**src/rtl/cdf_pkg.sv**
```systemverilog
// Shared constants for the CRC-8 framed serial deframer.
package cdf_pkg;

	// Byte window
	localparam int unsigned WIN_DEPTH = 16;
	localparam int unsigned WIN_IDX_W = $clog2(WIN_DEPTH);
	localparam int unsigned FILL_W    = $clog2(WIN_DEPTH + 1);

	// Frame lengths in bytes
	localparam logic [FILL_W-1:0] LEN_STD = FILL_W'(13);
	localparam logic [FILL_W-1:0] LEN_EXT = FILL_W'(16);

	// Frame start within the window (the oldest byte has index 0)
	localparam logic [WIN_IDX_W-1:0] BASE_STD = WIN_IDX_W'(WIN_DEPTH - 13);
	localparam logic [WIN_IDX_W-1:0] BASE_EXT = WIN_IDX_W'(WIN_DEPTH - 16);

	// Bit counter over the CRC-covered bytes
	localparam int unsigned     BIT_CNT_W    = 7;
	localparam logic [BIT_CNT_W-1:0] SCAN_LAST_STD = BIT_CNT_W'((13 - 2) * 8 - 1);
	localparam logic [BIT_CNT_W-1:0] SCAN_LAST_EXT = BIT_CNT_W'((16 - 2) * 8 - 1);

	// Fixed window positions; DLC, data, CRC and check byte are shared by both frame formats
	localparam int unsigned POS_DLC   = 5;
	localparam int unsigned POS_DATA  = 6;
	localparam int unsigned POS_CRC   = 14;
	localparam int unsigned POS_CMP   = 15;
	localparam int unsigned POS_ID_STD = 3;
	localparam int unsigned POS_ID_EXT = 0;
	localparam int unsigned POS_XID   = 2;

	// CRC-8, polynomial x^8 + x^2 + x + 1, MSB first
	localparam logic [7:0] CRC_INIT = 8'h41;
	localparam logic [7:0] CRC_POLY = 8'h07;
	localparam logic [7:0] CRC_CMP_MASK = 8'hFF;

	// Field limits
	localparam logic [3:0] MAX_DLC = 4'd8;

	// Field widths
	localparam int unsigned STD_ID_W = 11;
	localparam int unsigned EXT_ID_W = 18;
	localparam int unsigned DLC_W    = 4;
	localparam int unsigned NUM_DATA = 8;

endpackage

```
**src/rtl/cdf_if.sv**
```systemverilog
// Channel interfaces: received bytes in, decoded frames out.
interface cdf_byte_if;
	logic       valid;
	logic       ready;
	logic [7:0] rx_byte;

	modport source (output valid, output rx_byte, input ready);
	modport sink   (input valid, input rx_byte, output ready);
endinterface

interface cdf_frame_if;
	logic                           valid;
	logic                           ready;
	logic [cdf_pkg::STD_ID_W-1:0]   std_id;
	logic [cdf_pkg::EXT_ID_W-1:0]   ext_id;
	logic [cdf_pkg::DLC_W-1:0]      length_code;
	logic                           is_extended;
	logic [7:0]                     byte0;
	logic [7:0]                     byte1;
	logic [7:0]                     byte2;
	logic [7:0]                     byte3;
	logic [7:0]                     byte4;
	logic [7:0]                     byte5;
	logic [7:0]                     byte6;
	logic [7:0]                     byte7;

	modport source (output valid, output std_id, output ext_id, output length_code,
		output is_extended, output byte0, output byte1, output byte2, output byte3,
		output byte4, output byte5, output byte6, output byte7, input ready);
	modport sink (input valid, input std_id, input ext_id, input length_code,
		input is_extended, input byte0, input byte1, input byte2, input byte3,
		input byte4, input byte5, input byte6, input byte7, output ready);
endinterface

```
**src/rtl/cdf_crc8.sv**
```systemverilog
// Bit-serial CRC-8 register, one message bit per cycle while shift_en is high, MSB first.
module cdf_crc8 (
	input  logic       clk,
	input  logic       arst_n,
	input  logic       clear,
	input  logic       shift_en,
	input  logic       din,
	output logic [7:0] crc
);

	logic [7:0] crc_q;
	logic       fb;

	assign fb  = din ^ crc_q[7];
	assign crc = crc_q;

	// LFSR update; clear reloads the seed
	always_ff @(posedge clk or negedge arst_n) begin
		if (!arst_n) begin
			crc_q <= cdf_pkg::CRC_INIT;
		end else if (clear) begin
			crc_q <= cdf_pkg::CRC_INIT;
		end else if (shift_en) begin
			crc_q <= {crc_q[6:0], 1'b0} ^ (fb ? cdf_pkg::CRC_POLY : 8'h00);
		end
	end

endmodule

```
**src/rtl/crc8_can_frame_deframer.sv**
```systemverilog
// Top level: byte window, bit-serial frame check and output register.
//
// Usage:
//   rx    - one received serial byte per transaction (valid/ready).
//   frame - one decoded frame per transaction: IDs, DLC and eight data bytes.
//   cfg_wr_en / cfg_wr_data - ext_mode register, written while idle.
// Each byte enters a 16-byte shift window. Once the window holds a full frame
// (13 bytes standard, 16 extended) the CRC is run one bit per cycle over the
// covered bytes. A judge step then checks the frame, so a byte that completes
// a frame holds rx.ready low through the scan and the judge step, which also
// waits while a passing frame finds the output register full; a byte that does
// not complete a frame leaves rx.ready high. A passing frame appears on frame
// the cycle after the judge step loads it.
// The output register holds a frame until it is taken; rx keeps accepting
// bytes meanwhile, and only a second completed frame that passes its checks
// waits in the judge step for the register to free up.
// Reset clears the fill count (not the window contents), clears ext_mode and drops frame.valid.
module crc8_can_frame_deframer (
	input  logic              clk,
	input  logic              arst_n,
	cdf_byte_if.sink          rx,
	cdf_frame_if.source       frame,
	input  logic              cfg_wr_en,
	input  logic              cfg_wr_data
);

	typedef enum logic [1:0] {
		ST_IDLE,
		ST_SCAN,
		ST_JUDGE
	} state_t;

	state_t                             state_q;
	logic                               ext_mode_q;
	logic [cdf_pkg::FILL_W-1:0]         fill_q;
	logic [cdf_pkg::BIT_CNT_W-1:0]      bit_cnt_q;
	logic [7:0]                         win_q [cdf_pkg::WIN_DEPTH];

	logic                               out_valid_q;
	logic [cdf_pkg::STD_ID_W-1:0]       std_id_q;
	logic [cdf_pkg::EXT_ID_W-1:0]       ext_id_q;
	logic [cdf_pkg::DLC_W-1:0]          dlc_q;
	logic                               is_ext_q;
	logic [7:0]                         data_q [cdf_pkg::NUM_DATA];

	logic                               accept;
	logic [cdf_pkg::FILL_W-1:0]         frame_len;
	logic [cdf_pkg::FILL_W-1:0]         fill_next;
	logic [cdf_pkg::BIT_CNT_W-1:0]      scan_last;
	logic [cdf_pkg::WIN_IDX_W-1:0]      scan_idx;
	logic [7:0]                         scan_byte;
	logic                               scan_bit;
	logic [7:0]                         crc;
	logic [7:0]                         id_hi;
	logic [7:0]                         id_lo;
	logic                               frame_ok;
	logic                               out_free;
	logic                               load_out;

	assign accept    = rx.valid && rx.ready;
	assign rx.ready  = (state_q == ST_IDLE);
	assign frame_len = ext_mode_q ? cdf_pkg::LEN_EXT : cdf_pkg::LEN_STD;
	assign scan_last = ext_mode_q ? cdf_pkg::SCAN_LAST_EXT : cdf_pkg::SCAN_LAST_STD;
	assign fill_next = (fill_q == cdf_pkg::FILL_W'(cdf_pkg::WIN_DEPTH)) ?
		fill_q : fill_q + cdf_pkg::FILL_W'(1);
	assign out_free  = !out_valid_q || frame.ready;
	assign load_out  = (state_q == ST_JUDGE) && frame_ok && out_free;

	// Serial read of the frame: byte from the window, bit MSB first
	assign scan_idx  = (ext_mode_q ? cdf_pkg::BASE_EXT : cdf_pkg::BASE_STD) +
		cdf_pkg::WIN_IDX_W'(bit_cnt_q[cdf_pkg::BIT_CNT_W-1:3]);
	assign scan_byte = win_q[scan_idx];
	assign scan_bit  = scan_byte[~bit_cnt_q[2:0]];

	cdf_crc8 u_crc (
		.clk      (clk),
		.arst_n   (arst_n),
		.clear    (accept),
		.shift_en (state_q == ST_SCAN),
		.din      (scan_bit),
		.crc      (crc)
	);

	// Frame checks on fixed window positions
	assign id_hi = ext_mode_q ? win_q[cdf_pkg::POS_ID_EXT] : win_q[cdf_pkg::POS_ID_STD];
	assign id_lo = ext_mode_q ? win_q[cdf_pkg::POS_ID_EXT+1] :
		win_q[cdf_pkg::POS_ID_STD+1];

	always_comb begin
		frame_ok = (crc == win_q[cdf_pkg::POS_CRC]) &&
			((crc ^ cdf_pkg::CRC_CMP_MASK) == win_q[cdf_pkg::POS_CMP]) &&
			(id_hi[7:3] == 5'd0) &&
			(win_q[cdf_pkg::POS_DLC] <= 8'(cdf_pkg::MAX_DLC));
		if (ext_mode_q && (win_q[cdf_pkg::POS_XID][7:2] != 6'd0)) begin
			frame_ok = 1'b0;
		end
	end

	// Byte window: newest byte at the top
	always_ff @(posedge clk) begin
		if (accept) begin
			for (int i = 0; i < cdf_pkg::WIN_DEPTH - 1; i++) begin
				win_q[i] <= win_q[i+1];
			end
			win_q[cdf_pkg::WIN_DEPTH-1] <= rx.rx_byte;
		end
	end

	// Config register
	always_ff @(posedge clk or negedge arst_n) begin
		if (!arst_n) begin
			ext_mode_q <= 1'b0;
		end else if (cfg_wr_en) begin
			ext_mode_q <= cfg_wr_data;
		end
	end

	// Sequencer, fill count and output register
	always_ff @(posedge clk or negedge arst_n) begin
		if (!arst_n) begin
			state_q     <= ST_IDLE;
			fill_q      <= '0;
			bit_cnt_q   <= '0;
			out_valid_q <= 1'b0;
			std_id_q    <= '0;
			ext_id_q    <= '0;
			dlc_q       <= '0;
			is_ext_q    <= 1'b0;
			for (int k = 0; k < cdf_pkg::NUM_DATA; k++) begin
				data_q[k] <= '0;
			end
		end else begin
			// taken frame frees the register unless a new one loads now
			if (out_valid_q && frame.ready && !load_out) begin
				out_valid_q <= 1'b0;
			end
			unique case (state_q)
				ST_IDLE: begin
					if (accept) begin
						fill_q    <= fill_next;
						bit_cnt_q <= '0;
						if (fill_next >= frame_len) begin
							state_q <= ST_SCAN;
						end
					end
				end
				ST_SCAN: begin
					bit_cnt_q <= bit_cnt_q + cdf_pkg::BIT_CNT_W'(1);
					if (bit_cnt_q == scan_last) begin
						state_q <= ST_JUDGE;
					end
				end
				ST_JUDGE: begin
					if (!frame_ok) begin
						fill_q  <= frame_len - cdf_pkg::FILL_W'(1);
						state_q <= ST_IDLE;
					end else if (out_free) begin
						fill_q      <= '0;
						state_q     <= ST_IDLE;
						out_valid_q <= 1'b1;
						std_id_q    <= {id_hi[2:0], id_lo};
						ext_id_q    <= ext_mode_q ? {win_q[cdf_pkg::POS_XID][1:0],
							win_q[cdf_pkg::POS_XID+1], win_q[cdf_pkg::POS_XID+2]} : '0;
						dlc_q       <= win_q[cdf_pkg::POS_DLC][cdf_pkg::DLC_W-1:0];
						is_ext_q    <= ext_mode_q;
						for (int k = 0; k < cdf_pkg::NUM_DATA; k++) begin
							data_q[k] <= win_q[cdf_pkg::POS_DATA+k];
						end
					end
				end
				default: begin
					state_q <= ST_IDLE;
				end
			endcase
		end
	end

	assign frame.valid       = out_valid_q;
	assign frame.std_id      = std_id_q;
	assign frame.ext_id      = ext_id_q;
	assign frame.length_code = dlc_q;
	assign frame.is_extended = is_ext_q;
	assign frame.byte0       = data_q[0];
	assign frame.byte1       = data_q[1];
	assign frame.byte2       = data_q[2];
	assign frame.byte3       = data_q[3];
	assign frame.byte4       = data_q[4];
	assign frame.byte5       = data_q[5];
	assign frame.byte6       = data_q[6];
	assign frame.byte7       = data_q[7];

endmodule

```
**src/flat_wrapper.sv**
```systemverilog
// flat-port wrapper written by rule: the top's interface ports become plain ports
module crc8_can_frame_deframer_flat 
  (clk, arst_n, cfg_wr_en, cfg_wr_data, rx_valid, rx_rx_byte, rx_ready, frame_valid, frame_std_id, frame_ext_id, frame_length_code, frame_is_extended, frame_byte0, frame_byte1, frame_byte2, frame_byte3, frame_byte4, frame_byte5, frame_byte6, frame_byte7, frame_ready);
  cdf_byte_if rx_i ();
  cdf_frame_if frame_i ();
  input  logic clk;
  input  logic arst_n;
  input  logic cfg_wr_en;
  input  logic cfg_wr_data;
  input wire logic [$bits(rx_i.valid)-1:0] rx_valid;
  input wire logic [$bits(rx_i.rx_byte)-1:0] rx_rx_byte;
  output wire logic [$bits(rx_i.ready)-1:0] rx_ready;
  output wire logic [$bits(frame_i.valid)-1:0] frame_valid;
  output wire logic [$bits(frame_i.std_id)-1:0] frame_std_id;
  output wire logic [$bits(frame_i.ext_id)-1:0] frame_ext_id;
  output wire logic [$bits(frame_i.length_code)-1:0] frame_length_code;
  output wire logic [$bits(frame_i.is_extended)-1:0] frame_is_extended;
  output wire logic [$bits(frame_i.byte0)-1:0] frame_byte0;
  output wire logic [$bits(frame_i.byte1)-1:0] frame_byte1;
  output wire logic [$bits(frame_i.byte2)-1:0] frame_byte2;
  output wire logic [$bits(frame_i.byte3)-1:0] frame_byte3;
  output wire logic [$bits(frame_i.byte4)-1:0] frame_byte4;
  output wire logic [$bits(frame_i.byte5)-1:0] frame_byte5;
  output wire logic [$bits(frame_i.byte6)-1:0] frame_byte6;
  output wire logic [$bits(frame_i.byte7)-1:0] frame_byte7;
  input wire logic [$bits(frame_i.ready)-1:0] frame_ready;
  assign rx_i.valid = rx_valid;
  assign rx_i.rx_byte = rx_rx_byte;
  assign rx_ready = rx_i.ready;
  assign frame_valid = frame_i.valid;
  assign frame_std_id = frame_i.std_id;
  assign frame_ext_id = frame_i.ext_id;
  assign frame_length_code = frame_i.length_code;
  assign frame_is_extended = frame_i.is_extended;
  assign frame_byte0 = frame_i.byte0;
  assign frame_byte1 = frame_i.byte1;
  assign frame_byte2 = frame_i.byte2;
  assign frame_byte3 = frame_i.byte3;
  assign frame_byte4 = frame_i.byte4;
  assign frame_byte5 = frame_i.byte5;
  assign frame_byte6 = frame_i.byte6;
  assign frame_byte7 = frame_i.byte7;
  assign frame_i.ready = frame_ready;
  crc8_can_frame_deframer u_core (.clk(clk), .arst_n(arst_n), .rx(rx_i), .frame(frame_i), .cfg_wr_en(cfg_wr_en), .cfg_wr_data(cfg_wr_data));
endmodule
```
**config.mk**
```make
export PLATFORM = sky130hd
export DESIGN_NAME = crc8_can_frame_deframer_flat
export DESIGN_NICKNAME = d
export VERILOG_FILES = /design/src/rtl/cdf_pkg.sv /design/src/rtl/cdf_if.sv /design/src/rtl/cdf_crc8.sv /design/src/rtl/crc8_can_frame_deframer.sv /design/src/flat_wrapper.sv
export SDC_FILE = /design/constraint.sdc
export NUM_CORES = 1
export LEC_CHECK = 0
export BUFFER_PORTS_ARGS = -buffer_cell sky130_fd_sc_hd__buf_2
export CAP_MARGIN = 20
export CELL_PAD_IN_SITES_DETAIL_PLACEMENT = 0
export CELL_PAD_IN_SITES_GLOBAL_PLACEMENT = 1
export CORE_MARGIN = 5
export CORE_UTILIZATION = 40
export CTS_CLUSTER_DIAMETER = 40
export CTS_CLUSTER_SIZE = 25
export DETAILED_ROUTE_END_ITERATION = 12
export GPL_TIMING_DRIVEN = 0
export PLACE_DENSITY_LB_ADDON = 0.1
export SYNTH_ARGS = -nofsm -noshare
export SYNTH_HDL_FRONTEND = slang
export SYNTH_HIERARCHICAL = 1
export SYNTH_SLANG_ARGS = --single-unit
export TNS_END_PERCENT = 50
```
**constraint.sdc**
```tcl
create_clock -name clk -period 5.6 [get_ports clk]
set_input_delay 0.28 -clock clk [delete_from_list [all_inputs] [get_ports clk]]
set_output_delay 0.28 -clock clk [all_outputs]
set_load 0.02 [all_outputs]
```
==> results.md <==
* Final design area excluding fillers at 0.0130 mm²
* Largest delay contributor family on the critical path: buffers and inverters
* Clk slew on worst S/H paths at roughly 0.050 ns
* Final setup viols at 0
* Mapped Cells at 660
* Overall power at 5.95 mW
* Clk_lat worst skew at 0.51 ns
* VDD IR max at between 150 and 200 µV
* Hold Crit Start: frame_ready
* Critical Path Fanout Max at 10
* Kind of critical path: reg -> reg
* Reg2reg setup slack at 0.45 ns
* RR Startpoint: u_core/ext_mode_q
* Largest net degree at the start of global routing at 84
* Required time of the critical path at 6.00 ns
* First-pass GRT wire length at a little over 40000 µm
* Status: finished, final reports clean
* Final HPWL DP at 17800 µm
* Max-slew violation count at 0
* Root Buffer: clkbuf_16
* Floorplan core area at about 0.026 mm²
* CTS Buffer Depth at 3
* Dpl cell area at between 0.01 and 0.015 mm²
* Measured slew at the worst slew-check pin at 0.878 ns
* Num Clock Sinks at 250
* Max_cap viols at 0
* FILL cells at between 2000 and 2500
* Yosys Warn Count at 6
* Static leakage at 5.82 nW
* Count leader, synth: edfxtp_1
* CP Data Arrival Time at 5.55 ns
* Post-synth EDFFs at 128
* Ports at 114
* Min cycle time layout at 5.15 ns
* Hold Slack at roughly 0.20 ns
* Startpoint types: flop
* Highest clock rate at between 150 and 200 MHz
* DRT Wirelength at around 26000 µm
* FP Rows at 59
* Via/cell ratio at 5.25
* Total CTS buffers at 38
* Post-synthesis cell area at 0.0106 mm²
* Syn-to-layout area delta at 23.2%
* Crit path max-delay cell type: fa_1
* # DRC at 0
* Unrepaired setup endpoints after global routing: false
* CTS tree: yes
* Post-synthesis sequential area ratio at 0.652
* Initial Util at 0.406
* Hold Violations, Final at 0
* Critical Path Source: u_core/ext_mode_q
* Post-synth ARST share at 0.488
* IO buf count at around 110
* Post-route setup slack at 0.445 ns
* Ys flop type: edfxtp_1
* H-tree Lvls at 2
* Layout cell share with drive strength beyond 1 at 0.367
* Synth Area per Inst at approximately 16 µm²
* GPL Wtd Cong at 0.776
* Iteration-0 DRC Markers at 504
* Total negative setup slack at 0 ns
* Die X-Extent at approximately 170 µm
* Fin util at 0.500
* CP Capture Type: flop
* Synth cell types at 54
* Tcrit/Tclk final at 0.921
* Flops & latches, synth at 250
* Initial antenna violation count at 0
* Synth top area share at 0.363
* Via count at 6244
* Setup Skew at 0.0198 ns
* Die span in y at between 150 and 200 µm
* Post-Syn Nets at 684
* ANT cells at 0
* DRT Pass-1 Iters at 5
* Number of global-route vias before repair at 6653
* Post-synth top cells: 128 x edfxtp_1, 120 x dfrtp_1, 68 x mux2_4
* Pwr per Cell Area at 456 mW/mm²
* Largest area contributor in the netlist: edfxtp_1
* Grt total ovfl at 0
* Wire length per cell at roughly 22 µm
* CP Buf/Inv Count at 6
* CP Cell Sequence: clkbuf_1 -> inv_1 -> ha_1 -> inv_1 -> fa_1 -> clkbuf_1 -> buf_2 -> buf_2 -> mux4_2 -> mux2_2 -> o22ai_1 -> a221oi_1 -> o22ai_1 -> nor3_1 -> xor2_2 -> nand3_1 -> o311ai_1
* Placed cells at 1110
* Place WS at 0.0546 ns
* Antenna-violating nets left at 0
* Non-Filler Instances at 1190
* GRT Util Overall at 0.174
* Largest cells by area after synthesis: edfxtp_1 36%, dfrtp_1 28%, mux2_4 9.6%
* Nets@finish at 850
* Worst Hold Class: in -> reg
* Full die area at 0.0298 mm²
* Largest stage delay, worst path at between 0.4 and 0.5 ns
* Slew Limit Headroom at 0.413
[path summary, 6_finish.rpt]
kind                                          endpoint  depth (start not counted)
min reg2reg                     u_core/frame.ext_id[3]                          2
max                                u_core/u_crc/crc[2]                         17
max in group asynchronous          u_core/u_crc/crc[6]                          3
min                                 u_core/frame.valid                          3
min in group asynchronous  u_core/frame.length_code[0]                          2
max reg2reg                        u_core/u_crc/crc[2]                         17
[layer usage]
layer  wire, µm  share of wire  GRT usage
met5          0              0          0
met4        482          0.018     0.0439
met3       1500          0.057     0.0389
met2      12400           0.47      0.275
met1      11800           0.45      0.245
[registers in the layout, summed over array words and instances (netlist names)]
register	count
u_core/frame.byte6	8
u_core/frame.length_code	4
u_core/win_q	128
u_core/frame.byte2	8
u_core/frame.std_id	11
u_core/bit_cnt_q	7
u_core/frame.byte5	8
u_core/frame.byte0	8
u_core/state_q	2
u_core/frame.byte3	8
u_core/frame.byte7	8
u_core/fill_q	5
u_core/frame.ext_id	18
u_core/frame.is_extended	1
u_core/ext_mode_q	1
u_core/u_crc/crc	8
u_core/frame.valid	1
u_core/frame.byte1	8
u_core/frame.byte4	8
[worst min-delay path, stage by stage]
cell	delay [ns]
buf_2	0.07
nand2b_1	0.22
nand2_1	0.08
[report_power, final]
part | internal (mW) | total, mW | switching [mW]
logic | 0.548 | 1.22 | 0.670
clock network | 1.52 | 2.37 | 0.849
registers | 2.17 | 2.36 | 0.185
[cells in the final DEF (no fill, tap or decap), drive strengths merged, types with 2 or more instances in the layout]
master,n
or4,3
dlygate4sd3,11
o211ai,2
ha,9
dfstp,2
inv,13
mux4,32
o22ai,9
clkinv,14
nand2b,13
xnor2,4
and2,4
nor2,13
nand4,4
o21ai,47
bufinv,4
nor3b,2
edfxtp,128
dfrtp,120
o221ai,2
clkbuf,56
o31ai,4
mux2,77
a221oi,4
mux2i,24
a21oi,5
o21a,2
nand2,67
buf,135
clkinvlp,3
nand3,10
nor2b,2
nor3,7
nand3b,7
xor2,4
[cell type report]
class | count | area, µm² | area share
plain buffers | 30 | 198 | 0.0152
clock buffers | 46 | 1040 | 0.0801
clock inverters | 23 | 245 | 0.0188
inverters | 11 | 46.3 | 0.00355
multi-input cells | 369 | 3450 | 0.264
flip-flops and latches | 250 | 6900 | 0.529
well taps | 335 | 419 | 0.0322
repair buffers | 126 | 737 | 0.0565
[logic make-up after synthesis]
| logic type | after synthesis | synth area share |
|---|---|---|
| and+or+nand+nor | 136 | 0.0631 |
| xor gates and xnor gates | 8 | 0.00733 |
| DFF | 250 | 0.652 |
| buffers and inverters | 41 | 0.0225 |
| muxes | 133 | 0.197 |
| adders and majority gates | 10 | 0.0125 |
| AOI/OAI and AO/OA | 82 | 0.0459 |
[what timing repair did]
item                       4_1_cts  5_1_grt
setup endpoints to repair        0        3
buffers inserted                 0        0
hold endpoints to repair        60        0
hold buffers                    11        0
resized for setup                0        3
(Power assumes the default switching activity.)
